$ cat src/rtl/nmhf_merge.sv
// merges the lane means into one pixel, keeping nonblank centres
module nmhf_merge (
  input  logic [31:0]       centre,
  input  logic [3:0][7:0]   quot,
  input  logic [3:0]        cnt,
  input  logic [2:0]        ch,
  output logic [31:0]       pix
);

  logic [31:0] filled;

  always_comb begin
    for (int i = 0; i < 4; i++) begin
      filled[8*i +: 8] = (3'(i) < ch) ? quot[i] : 8'h00;
    end
    if (centre != 32'h0) begin
      pix = centre;
    end else if (cnt == 4'd0) begin
      pix = 32'h0;
    end else begin
      pix = filled;
    end
  end

endmodule

$ cat config.mk
export PLATFORM = sky130hd
export DESIGN_NAME = nmhf_merge
export DESIGN_NICKNAME = d
export VERILOG_FILES = /design/src/rtl/nmhf_merge.sv
export SDC_FILE = /design/constraint.sdc
export NUM_CORES = 1
export LEC_CHECK = 0
export BUFFER_PORTS_ARGS = -buffer_cell sky130_fd_sc_hd__buf_2
export CAP_MARGIN = 40
export CORE_ASPECT_RATIO = 1.25
export CORE_MARGIN = 2
export CORE_UTILIZATION = 28
export DETAILED_ROUTE_END_ITERATION = 7
export PLACE_DENSITY = 0.78
export SYNTH_ARGS = -nofsm -noshare
export SYNTH_HDL_FRONTEND = slang
export SYNTH_SLANG_ARGS = --single-unit
$ cat constraint.sdc
create_clock -name vclk -period 1.25
set_input_delay 0.1875 -clock vclk [all_inputs]
set_output_delay 0.1875 -clock vclk [all_outputs]
set_load 0.05 [all_outputs]
==> impl_metrics.py, run 1 <==
metrics = {
    "synthesis": {
        "synth_top_area_share_pct": 25.49,
        "ys_seq_area_share_pct": 0,
        "syn_avg_cell_area_sq_um": 5.842,
        "postSynthCellCount": 121,
        "synth-warning-count": 0,
        "synth_cell_types": 13,
        "syn_nets": 192,
        "synth_largest_area_cell": "o31ai_1",
        "synthTopCellsByArea": "o31ai_1, inv_1, nand3_1, o41ai_2, nor4_1",
        "synth_area_sq_um": 706.9,
    },
    "global_route": {
        "antenna_found_initial": 1,
        "grt_max_degree": 17,
        "grt_use_total_pct": 72.05,
        "grt.overflow.total": 73,
    },
    "placed_design": {
        "placed_cell_area_sq_mm": 0.001814,
        "hpwl_mm": 2.923,
        "port_buffers": 103,
        "gp_congestion": 0.8712,
    },
    "floorplan": {
        "die_h_microns": 60.18,
        "start_util_pct": 29.12,
        "fp.dieW_microns": 48.94,
        "ios": 103,
        "rows": 20,
    },
    "sta": {
        "postGrtWorstEndpoint": "pix[1]",
        "worst-ep-kind": "output port",
    },
    "status": {
        "status": "did not finish",
        "stop_stage": "global routing",
        "toolErrorMsg": "[ERROR GRT-0232] Routing congestion too high. Check the congestion heatmap in the GUI.",
    },
    "clock_tree": {
        "holdBufCountCts": 0,
    },
}
==> synthesized netlist by cell type, drive strengths merged <==
master and n:
nand3 24, buf 6, or2 1, nand4 2, o21ai 1, nor4 8
o41ai 8, o31ai 24, inv 40, clkbuf 5, or4 1, a21o 1
==> kinds of logic after synthesis <==
logic type	share of synthesized area (%)
and+or+nand+nor	27.79
AOI/OAI and AO/OA	44.07
buffers and inverters	28.14
==> layer usage <==
layer	overflow	GRT usage, %
met3	0	47.25
met5	0	0
met2	36	100.0
met1	0	62.50
met4	37	96.33
==> stage by stage <==
step / worst slack (ps) / cells
after floorplan: -698.4 / 121
after detailed placement: -631.8 / 260
after global placement: -674.0 / 260
after CTS: -520.1 / 266
==> what timing repair did <==
action	CTS
gates resized for setup	103
pin swaps	5
endpoints found under the hold margin	0
buffers inserted	3
gates cloned	3
endpoints found under the setup margin	32
==> run 2: changes to the inputs <==
- CORE_AREA: unset -> 2 2 63 65
- CORE_ASPECT_RATIO: 1.25 -> unset
- CORE_MARGIN: 2 -> unset
- CORE_UTILIZATION: 28 -> unset
- DIE_AREA: unset -> 0 0 65 67
- PLACE_DENSITY: 0.78 -> unset
- PLACE_DENSITY_LB_ADDON: unset -> 0.15
- clock period: 1.25 -> 1.6 ns (I/O delays scaled with it)
==> run 2 against run 1 <==
  * Synthesized area did not move
  * The flow now finishes, with violations (setup timing)
  * Synthesized cell count unchanged
==> impl_metrics.py, run 2 <==
metrics = {
    "sta": {
        "drv_slew": 0,
        "tightest_slew_ps": 581.5,
        "fin_crit_ps": 1915,
        "setup_tns_ps": -7743,
        "setup_ws_ps": -314.8,
        "fmax_ghz": 0.5223,
        "grt_setup_unrepaired": "yes",
        "finalSetupViolCount": 32,
        "finalHoldViolCount": 0,
        "finalCritPeriodShare_pct": 119.7,
        "max-slew-margin-rel_pct": 61.08,
    },
    "global_route": {
        "grt_busiest_layer": "met2",
        "antenna_found_initial": 0,
        "grt_pass1_wl_mm": 5.961,
        "gr-usage-met1_pct": 18.70,
        "use_met3_pct": 2.365,
        "grt_pass1_vias": 1338,
        "grt_use_total_pct": 17.08,
        "grtUsageMet2_pct": 34.15,
        "grt_max_degree": 17,
        "grt.overflow.total": 0,
    },
    "synthesis": {
        "ys_seq_area_share_pct": 0,
        "synth_top_area_share_pct": 25.49,
        "netlist_top_cells_count": "inv_1, nand3_1, o31ai_1",
        "postSynthCellCount": 121,
        "synth_largest_area_cell": "o31ai_1",
        "synth_area_sq_um": 706.9,
        "synth_cell_types": 13,
        "synthTopCellsByArea": "o31ai_1, inv_1, nand3_1, o41ai_2, nor4_1",
        "syn_nets": 192,
        "syn_avg_cell_area_sq_um": 5.842,
        "yosysMostFrequentCell": "inv_1",
        "synth-warning-count": 0,
    },
    "drt": {
        "vias": 1345,
        "routedWlPerCell_microns": 12.96,
        "totalWireLength_mm": 3.693,
        "first_pass_iters": 4,
        "drc": 0,
        "ant_nets": 0,
        "first_iter_violations": 25,
        "routed_via_density": 4.719,
    },
    "critical_path": {
        "path_class": "input port to primary output",
        "crit_top_cell": "buf_6",
        "arrival_ps": 1670,
        "critPathTopFamily": "buffers and inverters",
        "crit_buf_inv": 4,
        "critical-path-slowest-cell": "o41ai_4",
        "cp_max_fo": 7,
        "start_kind": "input port",
        "required_ps": 1360,
        "slowest_delay_ps": 360,
        "cp_cell_sequence": "buf_8 > nor4_4 > nand4_1 > buf_6 > buf_12 > o41ai_4 > buf_6",
        "critPathCaptureType": "primary output",
    },
    "placed_design": {
        "hpwl_mm": 2.932,
        "detailedPlace.worstSlack_ps": -549.3,
        "port_buffers": 103,
        "gp_congestion": 0.7197,
    },
    "floorplan": {
        "ios": 103,
        "die_h_microns": 67,
        "fp.dieW_microns": 65,
        "core_area_sq_mm": 0.003606,
        "die_area_sq_mm": 0.004355,
        "rows": 22,
        "start_util_pct": 19.60,
    },
    "cells_and_area": {
        "drive_above_1_share_pct": 71.31,
        "fin_nets": 310,
        "syn_to_final_growth_pct": 226.4,
        "clock_buffers": 0,
        "num-fill-cells": 321,
        "final_common_cell": "buf_2",
        "postLayoutCoreUtil_pct": 63.98,
        "ff_latch_area_sq_um": 0,
        "seq_cell_count": 0,
        "antenna_cells": 0,
        "mostFrequentLayoutCells": "buf_2, buf_6, inv_1, nand3_1, o31ai_4",
    },
    "power": {
        "finalPower_uw": 595.0,
        "power.leakage_uw": 0.001160,
        "ir_drop_mv": 0.1244,
        "p_per_area_mw_per_mm2": 257.9,
    },
    "status": {
        "failed_checks": "setup timing",
        "status": "finished, violations left",
    },
    "flow_run": {
        "maxCapViolations": 0,
    },
    "min_path": {
        "hold_class": "input port to primary output",
    },
}
## run 2: cell counts after synthesis
Identical to the previous run, type by type.
## run 2: power by group
part | switching [uW] | internal [uW]
sequential | 0 | 0
clock | 0 | 0
combinational | 342 | 254
## run 2: repair_timing
action / 4_1_cts / 5_1_grt
endpoints found under the hold margin: 0 / 0
hold buffers: 0 / 0
pin swaps: 8 / 8
setup endpoints to repair: 32 / 32
setup buffers: 3 / 0
cloned: 2 / 0
resized for setup: 86 / 6
## run 2: layout make-up
cell class	instances	area [sq um]	share of cell area, %
Inverter	40	150.1	6.508
Tap cell	48	60.06	2.603
Multi-Input combinational cell	70	1045	45.28
Timing Repair Buffer	127	1052	45.61
## run 2: layer usage
layer / vias to the layer above / share of wire [%]
li1: 673 / -
met3: 8 / 6.8
met2: 59 / 57
met1: 605 / 34
met4: 0 / 1.9
met5: - / 0
## run 2: kinds of logic (layout without fill, tap and decap cells)
family | count (synthesis) | count (layout) | share of synthesized area, %
buffers and inverters | 51 | 167 | 28.14
AO/OA/AOI/OAI | 34 | 34 | 44.07
AND/OR/NAND/NOR | 36 | 36 | 27.79
## run 2: final timing paths
| path | startpoint | endpoint | slack (ps) | cells after the start |
|---|---|---|---|---|
| min | centre[30] | pix[30] | 810 | 4 |
| max | centre[30] | pix[4] | -310 | 7 |
## run 2: metrics by stage
step	instances	hold slack, ps	area [sq um]
2_1_floorplan	121	649.4	1225
3_3_place_gp	281	910.5	1916
6_report	285	812.8	2307
3_5_place_dp	281	912.1	1916
5_1_grt	285	828.0	2307
4_1_cts	286	810.8	2300
(Power assumes the default switching activity.)
==> run 3: changes to the inputs <==
==> constraint.sdc (replaced) <==
create_clock -name vclk -period 1.6
set_input_delay 0.24 -clock vclk [all_inputs]
set_output_delay 0.24 -clock vclk [all_outputs]
set_load 0.005 [all_outputs]
==> run 3 against run 2 <==
  * The flow still finishes with violations (setup timing)
  * Power decreased by 37%
  * Routed wire length increased by 14%
  * Critical path depth unchanged
  * Highest routed layer is now met3
  * Combinational power decreased by 37%
  * Cell area decreased by 14%
  * Count of clock-buffer cells in the layout unchanged
  * Setup slack improved by 110 ps
  * Via count increased by 4.4%
  * Maximum frequency increased by 6.3%
  * Global-route usage about the same
  * First-iteration DRC count increased by 88%
  * Critical path type unchanged
==> impl_metrics.py, run 3 (synthesis results as in run 2) <==
metrics = {
    "critical_path": {
        "critPathTopFamily": "buffers and inverters",
        "crit_top_cell": "buf_6",
        "start_kind": "input port",
        "cp_max_fo": 5,
        "crit_buf_inv": 4,
        "setup.worst_path.start": "centre[1]",
        "arrival_ps": 1560,
        "path_class": "input port to primary output",
        "required_ps": 1360,
        "critPathCaptureType": "primary output",
        "cp_cell_sequence": "buf_8 > nor4_4 > nand4_1 > buf_6 > buf_6 > o41ai_4 > buf_2",
        "slowest_delay_ps": 330,
        "path_depth": 7,
        "critical-path-slowest-cell": "o41ai_4",
    },
    "power": {
        "pwr-share-clk_pct": 0,
        "seqPwrFrac_pct": 0,
        "swShare_pct": 46.01,
        "internal_power_uw": 201.3,
        "power.leakage_uw": 0.001023,
        "p_sw_uw": 171.6,
        "comb_power_share_pct": 100.0,
        "p_per_area_mw_per_mm2": 188.9,
        "ir_drop_mv": 0.07328,
    },
    "sta": {
        "fmax_ghz": 0.5553,
        "finalSetupViolCount": 32,
        "drv_slew": 0,
        "fin_crit_ps": 1801,
        "max-slew-margin-rel_pct": 61.64,
        "finalHoldViolCount": 0,
        "grt_setup_unrepaired": "yes",
        "finalCritPeriodShare_pct": 112.6,
        "setup_ws_ps": -201.0,
        "tightest_slew_ps": 575.3,
    },
    "cells_and_area": {
        "num-fill-cells": 372,
        "antenna_cells": 0,
        "final_common_cell": "buf_2",
        "clock_buffers": 0,
        "ff_latch_area_sq_um": 0,
        "drive_above_1_share_pct": 70.73,
        "mostFrequentLayoutCells": "buf_2, inv_1, nand3_1, buf_4, buf_6",
        "fin_nets": 319,
        "seq_cell_count": 0,
        "stdcell_area_sq_mm": 0.001974,
        "multiInputGateArea_sq_um": 835.8,
        "syn_to_final_growth_pct": 179.3,
    },
    "status": {
        "status": "finished, violations left",
        "failed_checks": "setup timing",
    },
    "placed_design": {
        "port_buffers": 103,
        "placed_cell_area_sq_mm": 0.001444,
        "detailedPlace.worstSlack_ps": -323.3,
        "hpwl_mm": 2.757,
        "gp_congestion": 0.7042,
    },
    "floorplan": {
        "rows": 22,
        "die_h_microns": 67,
        "core_area_sq_mm": 0.003606,
        "fp.dieW_microns": 65,
        "die_area_sq_mm": 0.004355,
        "start_util_pct": 19.60,
        "ios": 103,
    },
    "drt": {
        "wl_met1_mm": 1.610,
        "routed.top_layer": "met3",
        "route.met2.wl_mm": 2.314,
        "routed_via_density": 4.776,
        "routedWlPerCell_microns": 14.38,
        "vias": 1404,
        "drc": 0,
        "first_pass_iters": 4,
        "first_iter_violations": 47,
        "totalWireLength_mm": 4.228,
        "ant_nets": 0,
        "routed-wl-met3_microns": 303,
    },
    "global_route": {
        "grt_use_total_pct": 17.12,
        "grt_max_degree": 13,
        "grt_pass1_vias": 1352,
        "antenna_found_initial": 0,
        "grt.overflow.total": 0,
        "grt_pass1_wl_mm": 6.127,
    },
    "clock_tree": {
        "holdBufCountCts": 0,
    },
    "flow_run": {
        "maxCapViolations": 0,
    },
    "min_path": {
        "hold_path_depth": 4,
        "hold_class": "input port to primary output",
        "min-delay-start": "centre[1]",
        "min_to": "pix[1]",
    },
}
-- run 3: cell types whose count changed in the layout (fill, tap and decap cells not counted), moves of 4 or more --
cell     change
buf_2       +28
buf_6       -25
o31ai_4     -14
o31ai_2     +11
o41ai_4      -7
buf_4        +6
o41ai_2      +5
buf_8        +4
-- run 3: layout make-up --
cell class,count,area share [%]
inverters,40,7.605
multi-input cells,70,42.33
well taps,48,3.042
repair buffers,136,47.02
-- run 3: how the worst max path moves through the flow --
stage	end
final	pix[2]
after global routing	pix[2]
after CTS	pix[2]
after detailed placement	pix[8]
after global placement	pix[4]
after floorplan	pix[0]
-- run 3: worst min-delay path, stage by stage --
cell and delay [ps]:
buf_8 80, inv_1 30, o41ai_1 40, buf_2 100
-- run 3: through the flow --
| step | instances | setup TNS [ps] | total power, uW | hold slack (ps) | utilization, % |
|---|---|---|---|---|---|
| global route | 294 | -6063 | 405.9 | 747.6 | 54.75 |
| finish | 294 | -3661 | 372.9 | 731.2 | 54.75 |
| CTS | 294 | -3593 | 328.5 | 733.0 | 48.72 |
| global placement | 289 | -6935 | 279.9 | 743.9 | 40.04 |
| floorplan | 121 | 0 | 99.69 | 547.2 | - |
| detailed placement | 289 | -7851 | 280.1 | 742.8 | 40.04 |
-- run 3: power groups by stage --
stage                     registers, uW  logic [uW]  clock network, uW
after floorplan                       0        99.7                  0
after global placement                0         280                  0
after detailed placement              0         280                  0
after CTS                             0         329                  0
after global routing                  0         406                  0
final                                 0         373                  0
-- run 3: routing by layer --
layer / track usage [%] / vias up
li1: - / 688
met1: 19.60 / 657
met2: 34.28 / 59
met3: 3.041 / 0
met4: 0.5319 / 0
met5: 0 / -
-- run 3: repair_timing --
| action | in CTS | in global routing |
|---|---|---|
| setup endpoints to repair | 32 | 32 |
| pin swaps | 21 | 13 |
| gates resized for setup | 51 | 38 |
| setup buffers | 3 | 0 |
| gates cloned | 5 | 0 |
