--- src/rtl/nmhf_pkg.sv ---
// shared constants and types of the neighbour mean hole fill block
package nmhf_pkg;

  localparam int MAX_WIDTH  = 1024;
  localparam int MAX_HEIGHT = 1024;
  localparam int MAX_PASSES = 8;

  // one ring of two rows plus three pixels per pass
  localparam int RING_LEN  = 2 * MAX_WIDTH + 3;
  localparam int MEM_DEPTH = MAX_PASSES * RING_LEN;
  localparam int AW        = $clog2(MEM_DEPTH);
  localparam int RW        = $clog2(RING_LEN);
  localparam int CW        = $clog2(MAX_WIDTH);
  localparam int PW        = $clog2(MAX_WIDTH * MAX_HEIGHT + 1);
  localparam int SW        = (MAX_PASSES > 1) ? $clog2(MAX_PASSES) : 1;

  // per-channel lane control from the sequencer
  typedef struct packed {
    logic clear;
    logic acc;
    logic load;
    logic step;
  } lane_ctl_t;

endpackage

--- src/rtl/nmhf_lane.sv ---
// one channel lane: neighbour sum and shift-subtract rounding divide
module nmhf_lane (
  input  logic                 clk,
  input  nmhf_pkg::lane_ctl_t  ctl,
  input  logic [7:0]           pix,
  input  logic [3:0]           cnt,
  output logic [7:0]           quot
);

  logic [10:0] sum;
  logic [11:0] q;
  logic [4:0]  rem;
  logic [5:0]  r2;
  logic [4:0]  den;

  assign den = {cnt, 1'b0};
  assign r2  = {rem, q[11]};

  always_ff @(posedge clk) begin
    if (ctl.clear) begin
      sum <= '0;
    end else if (ctl.acc) begin
      sum <= sum + {3'b000, pix};
    end
    if (ctl.load) begin
      // numerator 2*sum + cnt gives round half up
      q   <= {sum, 1'b0} + {8'h00, cnt};
      rem <= '0;
    end else if (ctl.step) begin
      if (r2 >= {1'b0, den}) begin
        rem <= 5'(r2 - {1'b0, den});
        q   <= {q[10:0], 1'b1};
      end else begin
        rem <= r2[4:0];
        q   <= {q[10:0], 1'b0};
      end
    end
  end

  assign quot = (q > 12'd255) ? 8'hFF : q[7:0];

endmodule

--- config.mk ---
export PLATFORM = sky130hd
export DESIGN_NAME = nmhf_lane
export DESIGN_NICKNAME = d
export VERILOG_FILES = /design/src/rtl/nmhf_pkg.sv /design/src/rtl/nmhf_lane.sv
export SDC_FILE = /design/constraint.sdc
export NUM_CORES = 1
export LEC_CHECK = 0
export ABC_AREA = 1
export CAP_MARGIN = 40
export CORE_MARGIN = 1
export CORE_UTILIZATION = 40
export CTS_CLUSTER_DIAMETER = 100
export DETAILED_ROUTE_END_ITERATION = 10
export DONT_BUFFER_PORTS = 1
export GPL_TIMING_DRIVEN = 0
export PLACE_DENSITY_LB_ADDON = 0.15
export SLEW_MARGIN = 20
export SYNTH_ARGS = -nofsm -noshare
export SYNTH_HDL_FRONTEND = slang
export SYNTH_SLANG_ARGS = --single-unit
--- constraint.sdc ---
create_clock -name clk -period 5.3 [get_ports clk]
set_input_delay 1.06 -clock clk [delete_from_list [all_inputs] [get_ports clk]]
set_output_delay 1.06 -clock clk [all_outputs]
set_load 0.01 [all_outputs]
==> tab_implementation.tex, run 1 <==
\begin{tabular}{lr}
\hline
Metric & Value \\
\hline
\multicolumn{2}{l}{\textbf{Outcome}} \\
\quad Outcome & complete, no violations \\
\multicolumn{2}{l}{\textbf{Power and ir drop}} \\
\quad Power density over cell area & 271 mW/mm\^{}2 \\
\quad Leakage power figure & 1.08 nW \\
\quad Peak supply drop & 0.173 mV \\
\quad Overall power & 0.594 mW \\
\multicolumn{2}{l}{\textbf{Global route}} \\
\quad Overall routing resource usage & 0.181 \\
\quad First-pass GRT wire length & 7.67 mm \\
\quad Congestion Overflow GR & 0 \\
\quad Vias in the first global route & 1705 \\
\quad Pin count of the biggest net entering global routing & 16 \\
\quad Initial antenna violation count & 0 \\
\multicolumn{2}{l}{\textbf{Worst setup path}} \\
\quad Required time reported for the critical path endpoint & 4.24 ns \\
\quad Critical register-to-register path startpoint & sum[0] \\
\quad WP data arrival & 1.44 ns \\
\quad Register-to-register path setup slack & 3.32 ns \\
\quad Worst Setup End Kind & output port \\
\quad Maximum fanout along the worst path & 8 \\
\quad Worst setup SP type & register \\
\quad Worst setup path end & quot[4] \\
\quad Critical path class & register to output port \\
\quad Worst setup startpoint & q[11] \\
\quad Worst r2r path cells & 11 \\
\quad Endpoint of the worst-slack reg-to-reg timing path & q[9] \\
\multicolumn{2}{l}{\textbf{Finish}} \\
\quad Number of nets in the layout & 334 \\
\quad Number of diodes added for antenna fixing & 0 \\
\quad Area overhead of the layout relative to synthesis & 6.77\% \\
\quad Commonest non-fill, non-tap cell in the layout & sky130\_fd\_sc\_hd\_\_nand2\_1 \\
\quad Most used cells in the layout excluding fill and tap cells & 84 x sky130\_fd\_sc\_hd\_\_nand2\_1, 54 x sky130\_fd\_sc\_hd\_\_inv\_1, 23 x sky130\_fd\_sc\_hd\_\_nand3\_1 \\
\quad Share of final-layout standard cells stronger than drive strength 1 & 0.0537 \\
\multicolumn{2}{l}{\textbf{Synthesis}} \\
\quad Net Count, Synth & 329 \\
\quad Seq cells post-synth & 28 \\
\quad Number of synthesized flops with an enable pin & 12 \\
\quad Synthesized area & 0.00205 sq mm \\
\quad Synth warn & 0 \\
\quad Share of synthesized area occupied by flip-flops and latches & 0.332 \\
\quad Share of synthesized registers carrying an async set or reset & 0 \\
\quad Top\_reg\_cell synth & sky130\_fd\_sc\_hd\_\_dfxtp\_1 \\
\quad Cell count after synthesis & 294 \\
\quad Synth Area per Inst & 6.98 sq um \\
\quad Number of distinct library cells after synthesis & 34 \\
\multicolumn{2}{l}{\textbf{Route}} \\
\quad Number of design-rule violations left by the first detailed-router iteration & 97 \\
\quad Detailed-router iteration count before antenna repair & 4 \\
\quad Met2 wire length & 1.93 mm \\
\quad Count of vias placed by the detailed router & 1751 \\
\quad Post-route antenna net violation count & 0 \\
\quad Wire length per cell after detailed routing & 11.8 um \\
\quad Wire length on met3 & 147 um \\
\quad Avg Vias per Cell & 4.80 \\
\quad Highest layer used for signal routing & met4 \\
\quad Routed length on met1 & 2.23 mm \\
\quad Number of DRC violations after detailed routing & 0 \\
\quad DRT Wirelength & 4.31 mm \\
\multicolumn{2}{l}{\textbf{STA}} \\
\quad RSZ-0062 raised after global routing & no \\
\quad Final worst-path cycle share & 0.472 \\
\quad Hold Slack & 0.489 ns \\
\quad Max transition margin & 0.637 \\
\quad Final Hold Violating Endpoints & 0 \\
\quad Worst clock skew & 0.0155 ns \\
\quad Fmax & 0.400 GHz \\
\quad Final slew viol count & 0 \\
\quad Total negative setup slack & 0 ns \\
\quad Minimum clock period & 2.50 ns \\
\quad Number of failing setup endpoints in the final timing report & 0 \\
\quad Slew at the pin closest to its max-slew limit & 0.543 ns \\
\quad Smallest setup slack after layout & 2.80 ns \\
\multicolumn{2}{l}{\textbf{Flow run}} \\
\quad Number of max-cap violations & 0 \\
\multicolumn{2}{l}{\textbf{Clocking}} \\
\quad TritonCTS clock tree & built \\
\quad Worst skew pair latency & 0.28 ns \\
\quad Total clock buffers created by CTS & 3 \\
\quad Depth of the CTS H-tree & 1 \\
\quad Clock-pin slew on the worst setup and hold paths & 0.11 ns \\
\quad Number of clock sinks & 28 \\
\quad Clock root buffer master & sky130\_fd\_sc\_hd\_\_clkbuf\_8 \\
\quad Clock tree buffer depth & 2 \\
\quad Post-CTS Setup Repair Bufs & 0 \\
\quad CTS resizes & 0 \\
\quad CTS Hold Bufs & 0 \\
\multicolumn{2}{l}{\textbf{Floorplan}} \\
\quad Core footprint & 0.00482 sq mm \\
\quad Area of the die & 0.00542 sq mm \\
\quad Initial standard-cell utilization of the core & 0.426 \\
\quad Die Y-Extent & 73.6 um \\
\quad Die span in x & 73.6 um \\
\quad Rows & 25 \\
\quad IO Pins & 25 \\
\multicolumn{2}{l}{\textbf{Placed design}} \\
\quad Port Buf Inserts & 0 \\
\quad Weighted congestion at the end of routability-driven global placement & 0.806 \\
\quad Post-DP HPWL & 3.55 mm \\
\quad Setup slack at placement & 2.63 ns \\
\multicolumn{2}{l}{\textbf{Worst hold path}} \\
\quad Type of the tightest min-delay check & register to register \\
\hline
\end{tabular}
where the power goes:
| group | internal (mW) | switching (mW) | total (mW) |
|---|---|---|---|
| Sequential | 0.255 | 0.0208 | 0.276 |
| Clock | 0.0666 | 0.0687 | 0.135 |
| Combinational | 0.0674 | 0.115 | 0.182 |
sequential cells by signal (all words and copies together), names as in the netlist:
| register | flops |
|---|---|
| q | 12 |
| rem | 5 |
| sum | 11 |
cell families (layout without fill, tap and decap cells):
group                    after synthesis  count (layout)  synth area share
buffers and inverters                 59              63             0.110
adder cells (fa/ha/maj)               18              18             0.121
AND/OR/NAND/NOR                      140             140             0.292
AO/OA/AOI/OAI                         45              45             0.129
XOR/XNOR                               4               4            0.0171
flip-flops                            28              28             0.332
per-layer routing:
| layer | global-route usage | vias up |
|---|---|---|
| met4 | 0.0192 | 0 |
| met5 | 0 | - |
| met2 | 0.297 | 16 |
| met1 | 0.253 | 776 |
| li1 | - | 955 |
| met3 | 0.0398 | 4 |
how the worst min path moves through the flow:
stage	from	endpoint	slack [ns]	cells past startpoint
global route	rem[2]	rem[2]	0.53	2
floorplan	rem[4]	rem[4]	0.44	2
detailed placement	rem[2]	rem[2]	0.48	2
finish	rem[2]	rem[2]	0.49	2
global placement	rem[4]	rem[4]	0.47	2
CTS	rem[2]	rem[2]	0.50	2
cell usage after synthesis, types with 2 or more instances:
master	count	share of area
sky130_fd_sc_hd__xnor2_1	2	0.0085
sky130_fd_sc_hd__o21ai_1	2	0.0049
sky130_fd_sc_hd__ha_1	15	0.091
sky130_fd_sc_hd__o22ai_1	4	0.012
sky130_fd_sc_hd__a21oi_1	16	0.039
sky130_fd_sc_hd__dfxtp_1	16	0.16
sky130_fd_sc_hd__nand4_1	4	0.012
sky130_fd_sc_hd__inv_1	54	0.099
sky130_fd_sc_hd__nor2_1	22	0.040
sky130_fd_sc_hd__nand3_1	23	0.056
sky130_fd_sc_hd__o21ai_0	14	0.034
sky130_fd_sc_hd__xor2_1	2	0.0085
sky130_fd_sc_hd__nand2_1	84	0.15
sky130_fd_sc_hd__edfxtp_1	12	0.18
sky130_fd_sc_hd__buf_2	3	0.0073
sky130_fd_sc_hd__fa_1	3	0.029
final cells by class:
type | instances | area [sq um]
well taps | 67 | 83.8
flip-flops and latches | 28 | 681
multi-input cells | 207 | 1150
inverters | 56 | 210
clock buffers | 4 | 55.1
plain buffers | 3 | 15.0
fillers | 550 | 2630
critical path: stages (launching register included):
cell,delay (ns)
sky130_fd_sc_hd__edfxtp_1,0.45
sky130_fd_sc_hd__nor4_4,0.51
sky130_fd_sc_hd__nand2_1,0.20
per-stage QoR:
stage           util  area [sq um]  std cells
6_report       0.455          2190        365
5_1_grt        0.455          2190        365
4_1_cts        0.455          2190        365
3_5_place_dp   0.443          2140        361
3_3_place_gp   0.443          2140        361
2_1_floorplan      -          2050        294
Power figures use the tool's default switching activity.
==> run 2, diff against run 1 <==
Settings changed: ABC_AREA 1 to 0.
Clock period 5.3 ns to 2.2 ns, I/O delays scaled along.
==> tab_implementation.tex, run 2 <==
\begin{tabular}{lr}
\hline
Metric & Value \\
\hline
\multicolumn{2}{l}{\textbf{Clocking}} \\
\quad Total clock buffers created by CTS & 3 (unchanged) \\
\quad Clock-pin slew on the worst setup and hold paths & 0.09 ns (-0.02 ns) \\
\quad Number of clock sinks & 28 (unchanged) \\
\quad TritonCTS clock tree & built \\
\quad Clock tree buffer depth & 2 (unchanged) \\
\quad Depth of the CTS H-tree & 1 (unchanged) \\
\quad Worst skew pair latency & 0.27 ns (about the same) \\
\quad Clock root buffer master & sky130\_fd\_sc\_hd\_\_clkbuf\_8 \\
\multicolumn{2}{l}{\textbf{STA}} \\
\quad Final slew viol count & 0 (unchanged) \\
\quad Total negative setup slack & 0 ns (unchanged) \\
\quad Smallest setup slack after layout & 0.166 ns (-2.63 ns) \\
\quad RSZ-0062 raised after global routing & no \\
\quad Final worst-path cycle share & 0.924 \\
\quad Fmax & 0.492 GHz \\
\quad Worst clock skew & 0.00348 ns (-0.0120 ns) \\
\quad Hold Slack & 0.351 ns (-0.138 ns) \\
\quad Number of failing setup endpoints in the final timing report & 0 (unchanged) \\
\quad Final Hold Violating Endpoints & 0 (unchanged) \\
\quad Max transition margin & 0.642 (+0.00503) \\
\quad Minimum clock period & 2.03 ns \\
\quad Slew at the pin closest to its max-slew limit & 0.536 ns (-0.00694 ns) \\
\multicolumn{2}{l}{\textbf{Outcome}} \\
\quad Outcome & complete, no violations \\
\multicolumn{2}{l}{\textbf{Finish}} \\
\quad Number of nets in the layout & 247 (-26\%) \\
\quad Post-layout instance area & 0.00208 sq mm (-5.3\%) \\
\quad Leading registers by flop count & q: 12 flops, sum: 11 flops, rem: 5 flops \\
\quad Register with the most flip-flops & q \\
\quad Flip-flop count of the largest register, all copies and words added & 12 (unchanged) \\
\quad Share of final-layout standard cells stronger than drive strength 1 & 0.0948 (+0.0411) \\
\quad Most used cells in the layout excluding fill and tap cells & 23 x sky130\_fd\_sc\_hd\_\_nor2\_1, 16 x sky130\_fd\_sc\_hd\_\_inv\_1, 15 x sky130\_fd\_sc\_hd\_\_a21oi\_1, 15 x sky130\_fd\_sc\_hd\_\_ha\_1, 15 x sky130\_fd\_sc\_hd\_\_dfxtp\_1 \\
\quad Commonest non-fill, non-tap cell in the layout & sky130\_fd\_sc\_hd\_\_nor2\_1 \\
\quad Area overhead of the layout relative to synthesis & 7.38\% \\
\quad Number of diodes added for antenna fixing & 0 (unchanged) \\
\multicolumn{2}{l}{\textbf{Route}} \\
\quad Avg Vias per Cell & 5.60 (+17\%) \\
\quad Count of vias placed by the detailed router & 1473 (-16\%) \\
\quad Number of DRC violations after detailed routing & 0 (unchanged) \\
\quad Detailed-router iteration count before antenna repair & 4 (unchanged) \\
\quad Wire length per cell after detailed routing & 14.4 um (+22\%) \\
\quad Number of design-rule violations left by the first detailed-router iteration & 78 (-20\%) \\
\quad DRT Wirelength & 3.78 mm (-12\%) \\
\quad Post-route antenna net violation count & 0 (unchanged) \\
\multicolumn{2}{l}{\textbf{Worst setup path}} \\
\quad Top delay family on crit path & adder cells \\
\quad CP max-delay cell & sky130\_fd\_sc\_hd\_\_dfxtp\_2 \\
\quad List of cells traversed by the critical path & ha\_1, inv\_1, fa\_2, nand2b\_4, a21oi\_2, o21ai\_1, nor3b\_2, mux2\_2 \\
\quad Total buffers and inverters traversed by the critical path & 1 (+1) \\
\quad WP data arrival & 2.21 ns (+0.77 ns) \\
\quad Critical path class & register to register \\
\quad Worst setup SP type & register \\
\quad Required time reported for the critical path endpoint & 2.37 ns (-1.87 ns) \\
\quad Worst Setup End Kind & register \\
\quad Critical register-to-register path startpoint & sum[0] \\
\quad Largest stage delay, worst path & 0.36 ns (-0.15 ns) \\
\quad Maximum fanout along the worst path & 3 (-5) \\
\quad Worst setup startpoint & sum[0] \\
\multicolumn{2}{l}{\textbf{Synthesis}} \\
\quad Cell count after synthesis & 205 (-30\%) \\
\quad Synth Area per Inst & 9.43 sq um (+35\%) \\
\quad Seq cells post-synth & 28 (unchanged) \\
\quad Net Count, Synth & 240 (-27\%) \\
\quad Cell accounting for the most synthesized area & sky130\_fd\_sc\_hd\_\_edfxtp\_1 \\
\quad Leading post-synthesis cells by instance count & 23 x sky130\_fd\_sc\_hd\_\_nor2\_1, 16 x sky130\_fd\_sc\_hd\_\_a21oi\_1, 16 x sky130\_fd\_sc\_hd\_\_dfxtp\_1, 16 x sky130\_fd\_sc\_hd\_\_inv\_1, 15 x sky130\_fd\_sc\_hd\_\_ha\_1 \\
\quad Top\_reg\_cell synth & sky130\_fd\_sc\_hd\_\_dfxtp\_1 \\
\quad Synthesized area & 0.00193 sq mm (-5.8\%) \\
\quad Cells taking the most area after synthesis & sky130\_fd\_sc\_hd\_\_edfxtp\_1 19\%, sky130\_fd\_sc\_hd\_\_dfxtp\_1 17\%, sky130\_fd\_sc\_hd\_\_ha\_1 9.7\% \\
\quad Count leader, synth & sky130\_fd\_sc\_hd\_\_nor2\_1 \\
\quad Synth warn & 0 (unchanged) \\
\quad Number of distinct library cells after synthesis & 43 (+26\%) \\
\quad Share of synthesized registers carrying an async set or reset & 0 (unchanged) \\
\quad Share of synthesized area occupied by flip-flops and latches & 0.352 (+0.0204) \\
\quad Yosys top cell area share & 0.186 (+0.0108) \\
\quad Number of synthesized flops with an enable pin & 12 (unchanged) \\
\multicolumn{2}{l}{\textbf{Global route}} \\
\quad Vias in the first global route & 1462 (-14\%) \\
\quad First-pass GRT wire length & 6.57 mm (-14\%) \\
\quad Initial antenna violation count & 0 (unchanged) \\
\quad Overall routing resource usage & 0.162 (-0.0191) \\
\quad Pin count of the biggest net entering global routing & 16 (unchanged) \\
\quad Congestion Overflow GR & 0 (unchanged) \\
\multicolumn{2}{l}{\textbf{Power and ir drop}} \\
\quad Leakage power figure & 0.848 nW (-21\%) \\
\quad Peak supply drop & 0.231 mV (+34\%) \\
\quad Power share of the clock group & 0.206 (-0.022) \\
\quad Power share of the combinational group & 0.296 (-0.011) \\
\quad Net Sw Frac & 0.317 (-0.0273) \\
\quad Total internal power & 0.931 mW (+140\%) \\
\quad Sequential fraction of design power & 0.498 (+0.033) \\
\quad Power density over cell area & 656 mW/mm\^{}2 (+140\%) \\
\quad Sw Pwr & 0.431 mW (+110\%) \\
\multicolumn{2}{l}{\textbf{Floorplan}} \\
\quad Core footprint & 0.00450 sq mm (-6.5\%) \\
\quad Die Y-Extent & 71.5 um (-2.9\%) \\
\quad Area of the die & 0.00512 sq mm (-5.6\%) \\
\quad Initial standard-cell utilization of the core & 0.429 (+0.00319) \\
\quad Die span in x & 71.5 um (-2.9\%) \\
\quad Rows & 24 (-4.0\%) \\
\quad IO Pins & 25 (unchanged) \\
\multicolumn{2}{l}{\textbf{Placed design}} \\
\quad Post-DP HPWL & 3.02 mm (-15\%) \\
\quad Port Buf Inserts & 0 (unchanged) \\
\quad Area post-placement & 0.00200 sq mm (-6.2\%) \\
\quad Weighted congestion at the end of routability-driven global placement & 0.743 (-7.8\%) \\
\quad Setup slack at placement & -0.166 ns (-2.79 ns) \\
\multicolumn{2}{l}{\textbf{Worst hold path}} \\
\quad Type of the tightest min-delay check & input port to register \\
\quad Startpoint of the lowest-slack hold path & ctl[2] \\
\multicolumn{2}{l}{\textbf{Flow run}} \\
\quad Number of max-cap violations & 0 (unchanged) \\
\hline
\end{tabular}
==> run 2: area by class of cell <==
| cell class | count | area, sq um |
|---|---|---|
| fillers | 432 | 2430 |
| multi-input cells | 155 | 1170 |
| flip-flops and latches | 28 | 682 |
| well taps | 52 | 65.1 |
| inverters | 16 | 60.1 |
| clock buffers | 3 | 41.3 |
| plain buffers | 6 | 36.3 |
| repair buffers | 2 | 12.5 |
| clock inverters | 1 | 3.75 |
==> run 2: logic make-up after synthesis <==
| group | share of synthesized area |
|---|---|
| multiplexers | 0.0764 |
| AND/OR/NAND/NOR | 0.178 |
| buffers and inverters | 0.0498 |
| adder cells (fa/ha/maj) | 0.128 |
| flip-flops | 0.352 |
| AO/OA/AOI/OAI | 0.143 |
| XOR/XNOR | 0.0725 |
==> run 2: metrics by stage <==
step	utilization	power (mW)	std cells
global route	0.461	1.46	263
finish	0.461	1.36	263
floorplan	-	0.995	205
global placement	0.444	1.06	257
CTS	0.459	1.37	263
detailed placement	0.445	1.08	258
==> run 2: path summary, 6_finish.rpt <==
kind,depth (start not counted),slack [ns],to
setup reg to reg,8,0.17,sum[10]
setup / recovery,8,0.17,sum[10]
hold reg to reg,2,0.52,rem[2]
hold / removal,2,0.35,sum[4]
==> run 2: what timing repair did <==
| item | in CTS | in global routing |
|---|---|---|
| setup buffers | 1 | 0 |
| pin swaps | 2 | 1 |
| hold buffers | 0 | 0 |
| endpoints found under the setup margin | 1 | 1 |
| resized for setup | 3 | 3 |
==> run 2: layer usage <==
metal	global-route usage	wire length, um	up-vias
li1	-	-	746
met1	0.212	1870	676
met2	0.270	1670	46
met3	0.0295	178	5
met4	0.0588	64	0
met5	0	0	-
==> run 2: power by group through the flow <==
stage | Clock, mW | Combinational, mW | Sequential, mW
floorplan | 0 | 0.327 | 0.668
global placement | 0 | 0.377 | 0.686
detailed placement | 0 | 0.393 | 0.690
CTS | 0.289 | 0.403 | 0.678
global route | 0.308 | 0.458 | 0.690
finish | 0.280 | 0.404 | 0.678
